<file path="src/prqs_pkg.sv">
`timescale 1ns / 1ps

package prqs_pkg;

    localparam int PID_BITS   = 8;
    localparam int FIELD_BITS = 8;

    typedef logic [PID_BITS-1:0]   pid_t;
    typedef logic [FIELD_BITS-1:0] field_t;
    typedef logic [4:0]            ready_count_t;

    typedef enum logic [1:0] {
        OP_ADMIT   = 2'd0,
        OP_TICK    = 2'd1,
        OP_RELEASE = 2'd2,
        OP_NOP     = 2'd3
    } op_t;

    typedef enum logic [1:0] {
        ST_IDLE,
        ST_SCAN,
        ST_COMMIT
    } state_t;

endpackage

</file>
<file path="src/prqs_ram.sv">
`timescale 1ns / 1ps

module prqs_ram #(
    parameter int WIDTH = 8,
    parameter int DEPTH = 16
) (
    input  logic                     clk,
    input  logic                     wr_en,
    input  logic [$clog2(DEPTH)-1:0] wr_addr,
    input  logic [WIDTH-1:0]         wr_data,
    input  logic                     rd_en,
    input  logic [$clog2(DEPTH)-1:0] rd_addr,
    output logic [WIDTH-1:0]         rd_data
);

    logic [WIDTH-1:0] mem_reg [DEPTH];
    logic [WIDTH-1:0] rd_data_reg;

    always_ff @(posedge clk)
    begin
        if (wr_en)
        begin
            mem_reg[wr_addr] <= wr_data;
        end
        if (rd_en)
        begin
            rd_data_reg <= mem_reg[rd_addr];
        end
    end

    assign rd_data = rd_data_reg;

endmodule

</file>
<file path="src/priority_ready_queue_scheduler.sv">
// Admit and tick items scan every table slot through the single registered RAM read port and
// the one priority/order/pid comparator, then commit. Release and no-op items go straight to
// commit. One item is in work at a time: the block takes no new item until the last one has
// committed, and a held result delays the commit of the next item.
// Reset clears the state, scan counter, valid bits, ready count, running slot, order counter,
// mode, result valid and found flags; the table RAM and captured item and result fields are not.
`timescale 1ns / 1ps

module priority_ready_queue_scheduler
    import prqs_pkg::*;
#(
    parameter int TABLE_DEPTH   = 16,
    parameter int PRIORITY_BITS = 8,
    parameter int ORDER_BITS    = 32
) (
    input  logic         clk,
    input  logic         rst_n,

    input  logic         cfg_valid,
    output logic         cfg_ready,
    input  logic         cfg_data,

    input  logic         item_valid,
    output logic         item_stall,
    input  logic [1:0]   operation,
    input  pid_t         proc_id,
    input  field_t       proc_priority,

    output logic         result_valid,
    input  logic         result_stall,
    output logic         cur_valid,
    output pid_t         cur_pid,
    output field_t       cur_priority,
    output ready_count_t ready_count,
    output logic         admit_dropped,
    output logic         did_preempt
);

    localparam int IDX_W = $clog2(TABLE_DEPTH);
    localparam int CNT_W = $clog2(TABLE_DEPTH + 1);
    localparam int KEY_W = PRIORITY_BITS + ORDER_BITS + PID_BITS;

    typedef logic [PRIORITY_BITS-1:0] prio_t;
    typedef logic [ORDER_BITS-1:0]    order_t;
    typedef logic [KEY_W-1:0]         key_t;

    state_t                 state_reg, state_next;
    logic [CNT_W-1:0]       cnt_reg, cnt_next;
    logic [TABLE_DEPTH-1:0] slot_valid_reg, slot_valid_next;
    logic [CNT_W-1:0]       count_reg, count_next;
    logic                   run_valid_reg, run_valid_next;
    pid_t                   run_pid_reg, run_pid_next;
    prio_t                  run_prio_reg, run_prio_next;
    order_t                 order_reg, order_next;
    logic                   preempt_reg, preempt_next;
    logic                   res_valid_reg, res_valid_next;
    logic                   best_found_reg, best_found_next;
    logic                   free_found_reg, free_found_next;

    op_t                    op_reg, op_next;
    pid_t                   pid_reg, pid_next;
    prio_t                  prio_reg, prio_next;
    logic [IDX_W-1:0]       best_idx_reg, best_idx_next;
    key_t                   best_key_reg, best_key_next;
    logic [IDX_W-1:0]       free_idx_reg, free_idx_next;
    logic                   res_cur_valid_reg, res_cur_valid_next;
    pid_t                   res_pid_reg, res_pid_next;
    field_t                 res_prio_reg, res_prio_next;
    ready_count_t           res_count_reg, res_count_next;
    logic                   res_dropped_reg, res_dropped_next;
    logic                   res_preempt_reg, res_preempt_next;

    logic                   ram_wr_en;
    logic [IDX_W-1:0]       ram_wr_addr;
    key_t                   ram_wr_data;
    logic                   ram_rd_en;
    logic [IDX_W-1:0]       ram_rd_addr;
    key_t                   ram_rd_data;

    logic [CNT_W-1:0]       cand_cnt;
    logic [IDX_W-1:0]       cand_idx;
    prio_t                  best_prio;
    pid_t                   best_pid;
    logic                   dropped;
    logic                   preempted;

    prqs_ram #(
        .WIDTH (KEY_W),
        .DEPTH (TABLE_DEPTH)
    ) u_table (
        .clk     (clk),
        .wr_en   (ram_wr_en),
        .wr_addr (ram_wr_addr),
        .wr_data (ram_wr_data),
        .rd_en   (ram_rd_en),
        .rd_addr (ram_rd_addr),
        .rd_data (ram_rd_data)
    );

    assign cand_cnt  = cnt_reg - CNT_W'(1);
    assign cand_idx  = cand_cnt[IDX_W-1:0];
    assign best_prio = best_key_reg[KEY_W-1 -: PRIORITY_BITS];
    assign best_pid  = best_key_reg[PID_BITS-1:0];

    always_comb
    begin
        state_next         = state_reg;
        cnt_next           = cnt_reg;
        slot_valid_next    = slot_valid_reg;
        count_next         = count_reg;
        run_valid_next     = run_valid_reg;
        run_pid_next       = run_pid_reg;
        run_prio_next      = run_prio_reg;
        order_next         = order_reg;
        preempt_next       = preempt_reg;
        res_valid_next     = res_valid_reg;
        best_found_next    = best_found_reg;
        free_found_next    = free_found_reg;
        op_next            = op_reg;
        pid_next           = pid_reg;
        prio_next          = prio_reg;
        best_idx_next      = best_idx_reg;
        best_key_next      = best_key_reg;
        free_idx_next      = free_idx_reg;
        res_cur_valid_next = res_cur_valid_reg;
        res_pid_next       = res_pid_reg;
        res_prio_next      = res_prio_reg;
        res_count_next     = res_count_reg;
        res_dropped_next   = res_dropped_reg;
        res_preempt_next   = res_preempt_reg;
        ram_wr_en          = 1'b0;
        ram_wr_addr        = free_idx_reg;
        ram_wr_data        = {prio_reg, order_reg, pid_reg};
        ram_rd_en          = 1'b0;
        ram_rd_addr        = cnt_reg[IDX_W-1:0];
        dropped            = 1'b0;
        preempted          = 1'b0;
        item_stall         = (state_reg != ST_IDLE);

        if (cfg_valid)
        begin
            preempt_next = cfg_data;
        end

        if (res_valid_reg && !result_stall)
        begin
            res_valid_next = 1'b0;
        end

        case (state_reg)
            ST_IDLE:
            begin
                if (item_valid)
                begin
                    op_next         = op_t'(operation);
                    pid_next        = proc_id;
                    prio_next       = prio_t'(proc_priority);
                    cnt_next        = '0;
                    best_found_next = 1'b0;
                    free_found_next = 1'b0;
                    if (op_t'(operation) == OP_ADMIT || op_t'(operation) == OP_TICK)
                    begin
                        state_next = ST_SCAN;
                    end
                    else
                    begin
                        state_next = ST_COMMIT;
                    end
                end
            end

            ST_SCAN:
            begin
                ram_rd_en = (cnt_reg != CNT_W'(TABLE_DEPTH));
                if (cnt_reg != '0)
                begin
                    if (slot_valid_reg[cand_idx])
                    begin
                        if (!best_found_reg || ram_rd_data < best_key_reg)
                        begin
                            best_found_next = 1'b1;
                            best_idx_next   = cand_idx;
                            best_key_next   = ram_rd_data;
                        end
                    end
                    else if (!free_found_reg)
                    begin
                        free_found_next = 1'b1;
                        free_idx_next   = cand_idx;
                    end
                end
                if (cnt_reg == CNT_W'(TABLE_DEPTH))
                begin
                    state_next = ST_COMMIT;
                end
                else
                begin
                    cnt_next = cnt_reg + CNT_W'(1);
                end
            end

            ST_COMMIT:
            begin
                if (!res_valid_reg || !result_stall)
                begin
                    case (op_reg)
                        OP_ADMIT:
                        begin
                            if (free_found_reg)
                            begin
                                ram_wr_en                     = 1'b1;
                                ram_wr_addr                   = free_idx_reg;
                                ram_wr_data                   = {prio_reg, order_reg, pid_reg};
                                slot_valid_next[free_idx_reg] = 1'b1;
                                count_next                    = count_reg + CNT_W'(1);
                                if (order_reg != '1)
                                begin
                                    order_next = order_reg + ORDER_BITS'(1);
                                end
                            end
                            else
                            begin
                                dropped = 1'b1;
                            end
                        end
                        OP_TICK:
                        begin
                            if (best_found_reg)
                            begin
                                if (!run_valid_reg)
                                begin
                                    run_valid_next                = 1'b1;
                                    run_pid_next                  = best_pid;
                                    run_prio_next                 = best_prio;
                                    slot_valid_next[best_idx_reg] = 1'b0;
                                    count_next                    = count_reg - CNT_W'(1);
                                end
                                else if (preempt_reg && best_prio < run_prio_reg)
                                begin
                                    ram_wr_en     = 1'b1;
                                    ram_wr_addr   = best_idx_reg;
                                    ram_wr_data   = {run_prio_reg, order_reg, run_pid_reg};
                                    run_pid_next  = best_pid;
                                    run_prio_next = best_prio;
                                    preempted     = 1'b1;
                                    if (order_reg != '1)
                                    begin
                                        order_next = order_reg + ORDER_BITS'(1);
                                    end
                                end
                            end
                        end
                        OP_RELEASE:
                        begin
                            run_valid_next = 1'b0;
                            run_pid_next   = '0;
                            run_prio_next  = '0;
                        end
                        default:
                        begin
                        end
                    endcase

                    res_valid_next     = 1'b1;
                    res_cur_valid_next = run_valid_next;
                    res_pid_next       = run_valid_next ? run_pid_next : '0;
                    res_prio_next      = run_valid_next ? field_t'(run_prio_next) : '0;
                    res_count_next     = ready_count_t'(count_next);
                    res_dropped_next   = dropped;
                    res_preempt_next   = preempted;
                    state_next         = ST_IDLE;
                end
            end

            default:
            begin
                state_next = ST_IDLE;
            end
        endcase
    end

    always_ff @(posedge clk or negedge rst_n)
    begin
        if (!rst_n)
        begin
            state_reg      <= ST_IDLE;
            cnt_reg        <= '0;
            slot_valid_reg <= '0;
            count_reg      <= '0;
            run_valid_reg  <= 1'b0;
            run_pid_reg    <= '0;
            run_prio_reg   <= '0;
            order_reg      <= '0;
            preempt_reg    <= 1'b0;
            res_valid_reg  <= 1'b0;
            best_found_reg <= 1'b0;
            free_found_reg <= 1'b0;
        end
        else
        begin
            state_reg      <= state_next;
            cnt_reg        <= cnt_next;
            slot_valid_reg <= slot_valid_next;
            count_reg      <= count_next;
            run_valid_reg  <= run_valid_next;
            run_pid_reg    <= run_pid_next;
            run_prio_reg   <= run_prio_next;
            order_reg      <= order_next;
            preempt_reg    <= preempt_next;
            res_valid_reg  <= res_valid_next;
            best_found_reg <= best_found_next;
            free_found_reg <= free_found_next;
        end
    end

    always_ff @(posedge clk)
    begin
        op_reg            <= op_next;
        pid_reg           <= pid_next;
        prio_reg          <= prio_next;
        best_idx_reg      <= best_idx_next;
        best_key_reg      <= best_key_next;
        free_idx_reg      <= free_idx_next;
        res_cur_valid_reg <= res_cur_valid_next;
        res_pid_reg       <= res_pid_next;
        res_prio_reg      <= res_prio_next;
        res_count_reg     <= res_count_next;
        res_dropped_reg   <= res_dropped_next;
        res_preempt_reg   <= res_preempt_next;
    end

    assign cfg_ready     = 1'b1;
    assign result_valid  = res_valid_reg;
    assign cur_valid     = res_cur_valid_reg;
    assign cur_pid       = res_pid_reg;
    assign cur_priority  = res_prio_reg;
    assign ready_count   = res_count_reg;
    assign admit_dropped = res_dropped_reg;
    assign did_preempt   = res_preempt_reg;

    a_count_matches_valid: assert property (@(posedge clk) disable iff (!rst_n)
        count_reg == CNT_W'($countones(slot_valid_reg)))
        else $error("ready count out of step with valid bits");

    a_count_bounded: assert property (@(posedge clk) disable iff (!rst_n)
        count_reg <= CNT_W'(TABLE_DEPTH))
        else $error("ready count above table depth");

    a_preempt_running: assert property (@(posedge clk) disable iff (!rst_n)
        (result_valid && did_preempt) |-> cur_valid)
        else $error("preempt reported with empty running slot");

    a_drop_when_full: assert property (@(posedge clk) disable iff (!rst_n)
        (result_valid && admit_dropped) |-> (ready_count == ready_count_t'(TABLE_DEPTH)))
        else $error("admit dropped while table not full");

    a_order_step: assert property (@(posedge clk) disable iff (!rst_n)
        (order_reg != $past(order_reg)) |-> (order_reg == $past(order_reg) + ORDER_BITS'(1)))
        else $error("order counter moved by other than one");

endmodule

</file>
<file path="config.mk">
export PLATFORM = sky130hd
export DESIGN_NAME = priority_ready_queue_scheduler
export DESIGN_NICKNAME = d
export VERILOG_FILES = /design/src/prqs_pkg.sv /design/src/prqs_ram.sv /design/src/priority_ready_queue_scheduler.sv
export SDC_FILE = /design/constraint.sdc
export NUM_CORES = 1
export LEC_CHECK = 0
export BUFFER_PORTS_ARGS = -buffer_cell sky130_fd_sc_hd__buf_2
export CAP_MARGIN = 20
export CORE_MARGIN = 2
export CORE_UTILIZATION = 40
export CTS_CLUSTER_SIZE = 20
export DETAILED_ROUTE_END_ITERATION = 16
export GPL_ROUTABILITY_DRIVEN = 0
export PLACE_DENSITY = 0.54
export SKIP_CTS_REPAIR_TIMING = 1
export SYNTH_ARGS = -nofsm -noshare
export SYNTH_HDL_FRONTEND = slang
export SYNTH_SLANG_ARGS = --single-unit
</file>
<file path="constraint.sdc">
create_clock -name clk -period 11.9 [get_ports clk]
set_input_delay 1.785 -clock clk [delete_from_list [all_inputs] [get_ports clk]]
set_output_delay 1.785 -clock clk [all_outputs]
set_load 0.05 [all_outputs]
</file>
==> impl_metrics.csv <==
group,metric,value,unit
cells_and_area,nNetsFinal,2144,
sta,worst_slew_pin_slew,1200,ps
setup_path,critical_path.cell_chain,"ha_1 -> and3_1 -> a221o_1 -> a311oi_4 -> and3_1 -> nand3_1 -> a21oi_4 -> buf_4",
synth,synth_most_common_cell,"edfxtp_1",
place,io_buffers,49,
clock_network,clkLatencyLatePin,670,ps
floorplanning,num_rows,115,
clock_network,clk_pin_slew_worst_paths,60,ps
synth,synth_edf_count,914,
route,routedWlPerCell,25.7,um
setup_path,cp_data_arrival_time,5010,ps
synth,synth_top_cells_by_area,"edfxtp_1 70%, mux4_2 14%, dfrtp_1 5.2%, ha_1 2.0%, nand2_1 0.79%",
floorplanning,start_util,40.2,%
sta,max_freq,0.213,GHz
setup_path,max_stage_delay,840,ps
route,firstDrtPassIters,6,
power,p_leak,0.0154,uW
power,power,8820,uW
setup_path,cp-end-kind,"flip-flop",
sta,setup-violations-final,0,
status,status,"finished, final reports clean",
synth,seq_area_frac_synth,74.9,%
synth,yosysTopAreaCell,"edfxtp_1",
place,dp.cells,3239,
floorplanning,ioPinCount,51,
route,drt-initial-drc-count,1791,
synth,synth-seq-cells,995,
floorplanning,core,0.0978,mm^2
global_routing,grt_usage,17.5,%
place,place_hpwl,49.2,mm
setup_path,crit_type,"reg -> reg",
global_routing,antenna_found_initial,1,
setup_path,worstPathRequired,12200,ps
synth,synth_cells,1956,
synth,ys_warn_count,0,
sta,worst_slack,7200,ps
synth,ys.flop_type,"edfxtp_1",
route,drc,0,
clock_network,cts_buffers,102,
power,ir_worst_vdd,0.134,mV
sta,min_period_over_period,39.5,%
route,drt_wl_total,88.0,mm
synth,avgSynthCellArea,20.1,um^2
global_routing,grt_max_degree,98,
sta,max-slew-margin-rel,19.2,%
global_routing,grt_overflow,0,
synth,synth_commonest_cells,"914 x edfxtp_1, 245 x mux4_2, 83 x nand2_1",
cells_and_area,drive_above_1_share,23.3,%
setup_path,crit_top_cell,"and3_1",
sta,timing.final.crit_period,4700,ps
place,dp_slack,6570,ps
route,num_vias,19077,
cells_and_area,largest_register_ffs,768,
sta,rsz0062_at_grt,"no",
route,antenna_left,0,
global_routing,grt_pass1_wl,131,mm
sta,hold_viol,0,
setup_path,crit_fanout,28,
flow_run,drv_cap,0,
setup_path,crit_slowest_cell,"a21oi_4",
synth,async_flop_share,8.14,%
setup_path,startpoint_type,"flip-flop",
synth,synth_fp_nets,2042,
sta,tns,0,ps
sta,drv_slew,0,
clock_network,clock-root-buffer,"clkbuf_16",
global_routing,grt_pass1_vias,19664,
route,via_per_inst,5.57,
setup_path,worst-path-buf-inv,1,
cells_and_area,syn_to_final_growth,13.4,%
cells_and_area,final_cells,3428,
floorplanning,die_h,318,um
power,power_density,198,mW/mm^2
clock_network,clock-sinks,995,
setup_path,critPathTopFamily,"compound AO/OA/AOI/OAI gates",
synth,ys_types,60,
hold_path,hold_path.class,"reg -> reg",
synth,synth_top_area_share,69.8,%
clock_network,cts_tree,"done",
clock_network,cts_buffer_depth,3,
clock_network,h-tree-depth,3,
sta,skew,30.0,ps
floorplanning,die_area,0.101,mm^2
floorplanning,die_w,318,um
synth,netlist_area,0.0393,mm^2
worst register-to-register path, stage by stage, from the launching register on:
cell and delay [ps]:
edfxtp_1 450, ha_1 330, and3_1 200, a221o_1 400
a311oi_4 480, and3_1 760, nand3_1 250, a21oi_4 840
buf_4 620
layout by cell type, fill, tap and decap left out, drive strengths merged, types with 8 or more instances in the layout:
master  Yosys  routed
a21oi      41      41
a22o       17      17
a22oi      18      18
and2        8       8
and3        8       8
buf        38      88
bufinv      0       8
clkbuf     52     147
clkinv      1      30
dfrtp      81      81
edfxtp    914     914
ha         62      62
inv        72      74
mux4      245     245
nand2      83      83
nand2b     10      10
nand3      45      45
nand4      33      33
nor2       44      44
nor2b       9       9
nor3       17      17
o21ai      44      44
or3         9       9
xnor2      23      23
xor2       17      17
path summary, 6_finish.rpt:
path | from | endpoint | slack [ps] | cells after the start
min in group asynchronous | rst_n | run_pid_reg[6] | 1100 | 1
max reg2reg | best_key_reg[47] | u_table.mem_reg[5][32] | 7200 | 8
min reg2reg | u_table.rd_data[42] | best_key_reg[42] | 460 | 0
max in group asynchronous | rst_n | cnt_reg[1] | 9660 | 2
max | best_key_reg[47] | u_table.mem_reg[5][32] | 7200 | 8
min | u_table.rd_data[42] | best_key_reg[42] | 460 | 0
metal layers:
layer  global-route usage, %  part of all wire (%)  up-vias
met5                       0                 0.015        -
met4                    5.25                   2.8        2
met3                    3.34                   5.5      159
met2                    28.0                    48      557
met1                    24.6                    44    10171
li1                        -                     -     8188
report_power, final:
group	switching, uW	total [uW]	internal [uW]	leakage (uW)
clock network	1290	3100	1810	0.00157
logic	863	1470	603	0.00345
registers	188	4260	4070	0.0104
total	2340	8820	6480	0.0154
per-stage QoR:
| step | utilization, % | area, um^2 | hold WS (ps) |
|---|---|---|---|
| after floorplan | - | 39300 | 428 |
| after global placement | 42.2 | 41300 | 442 |
| after detailed placement | 42.2 | 41300 | 444 |
| after CTS | 45.5 | 44500 | 457 |
| after global routing | 45.6 | 44600 | 461 |
| final | 45.6 | 44600 | 457 |
kinds of logic (layout without fill, tap and decap cells):
family / after synthesis / count (layout) / synth area share (%)
buf+inv: 163 / 347 / 1.68
other cells: 1 / 2 / 0.00954
compound gates: 158 / 158 / 2.66
xor+xnor: 40 / 40 / 0.891
mux: 253 / 253 / 14.3
simple gates: 284 / 284 / 3.59
fa+ha+maj: 62 / 62 / 1.97
flops: 995 / 995 / 74.9
cell type report:
cell class | count | area (um^2)
fill | 8273 | 53300
sequential | 995 | 29500
multi-input combinational | 798 | 9380
clock buffer | 147 | 2810
tap | 1287 | 1610
timing repair buffer | 88 | 573
clock inverter | 39 | 440
inverter | 73 | 274
antenna | 1 | 2.50
(Power assumes the default switching activity.)
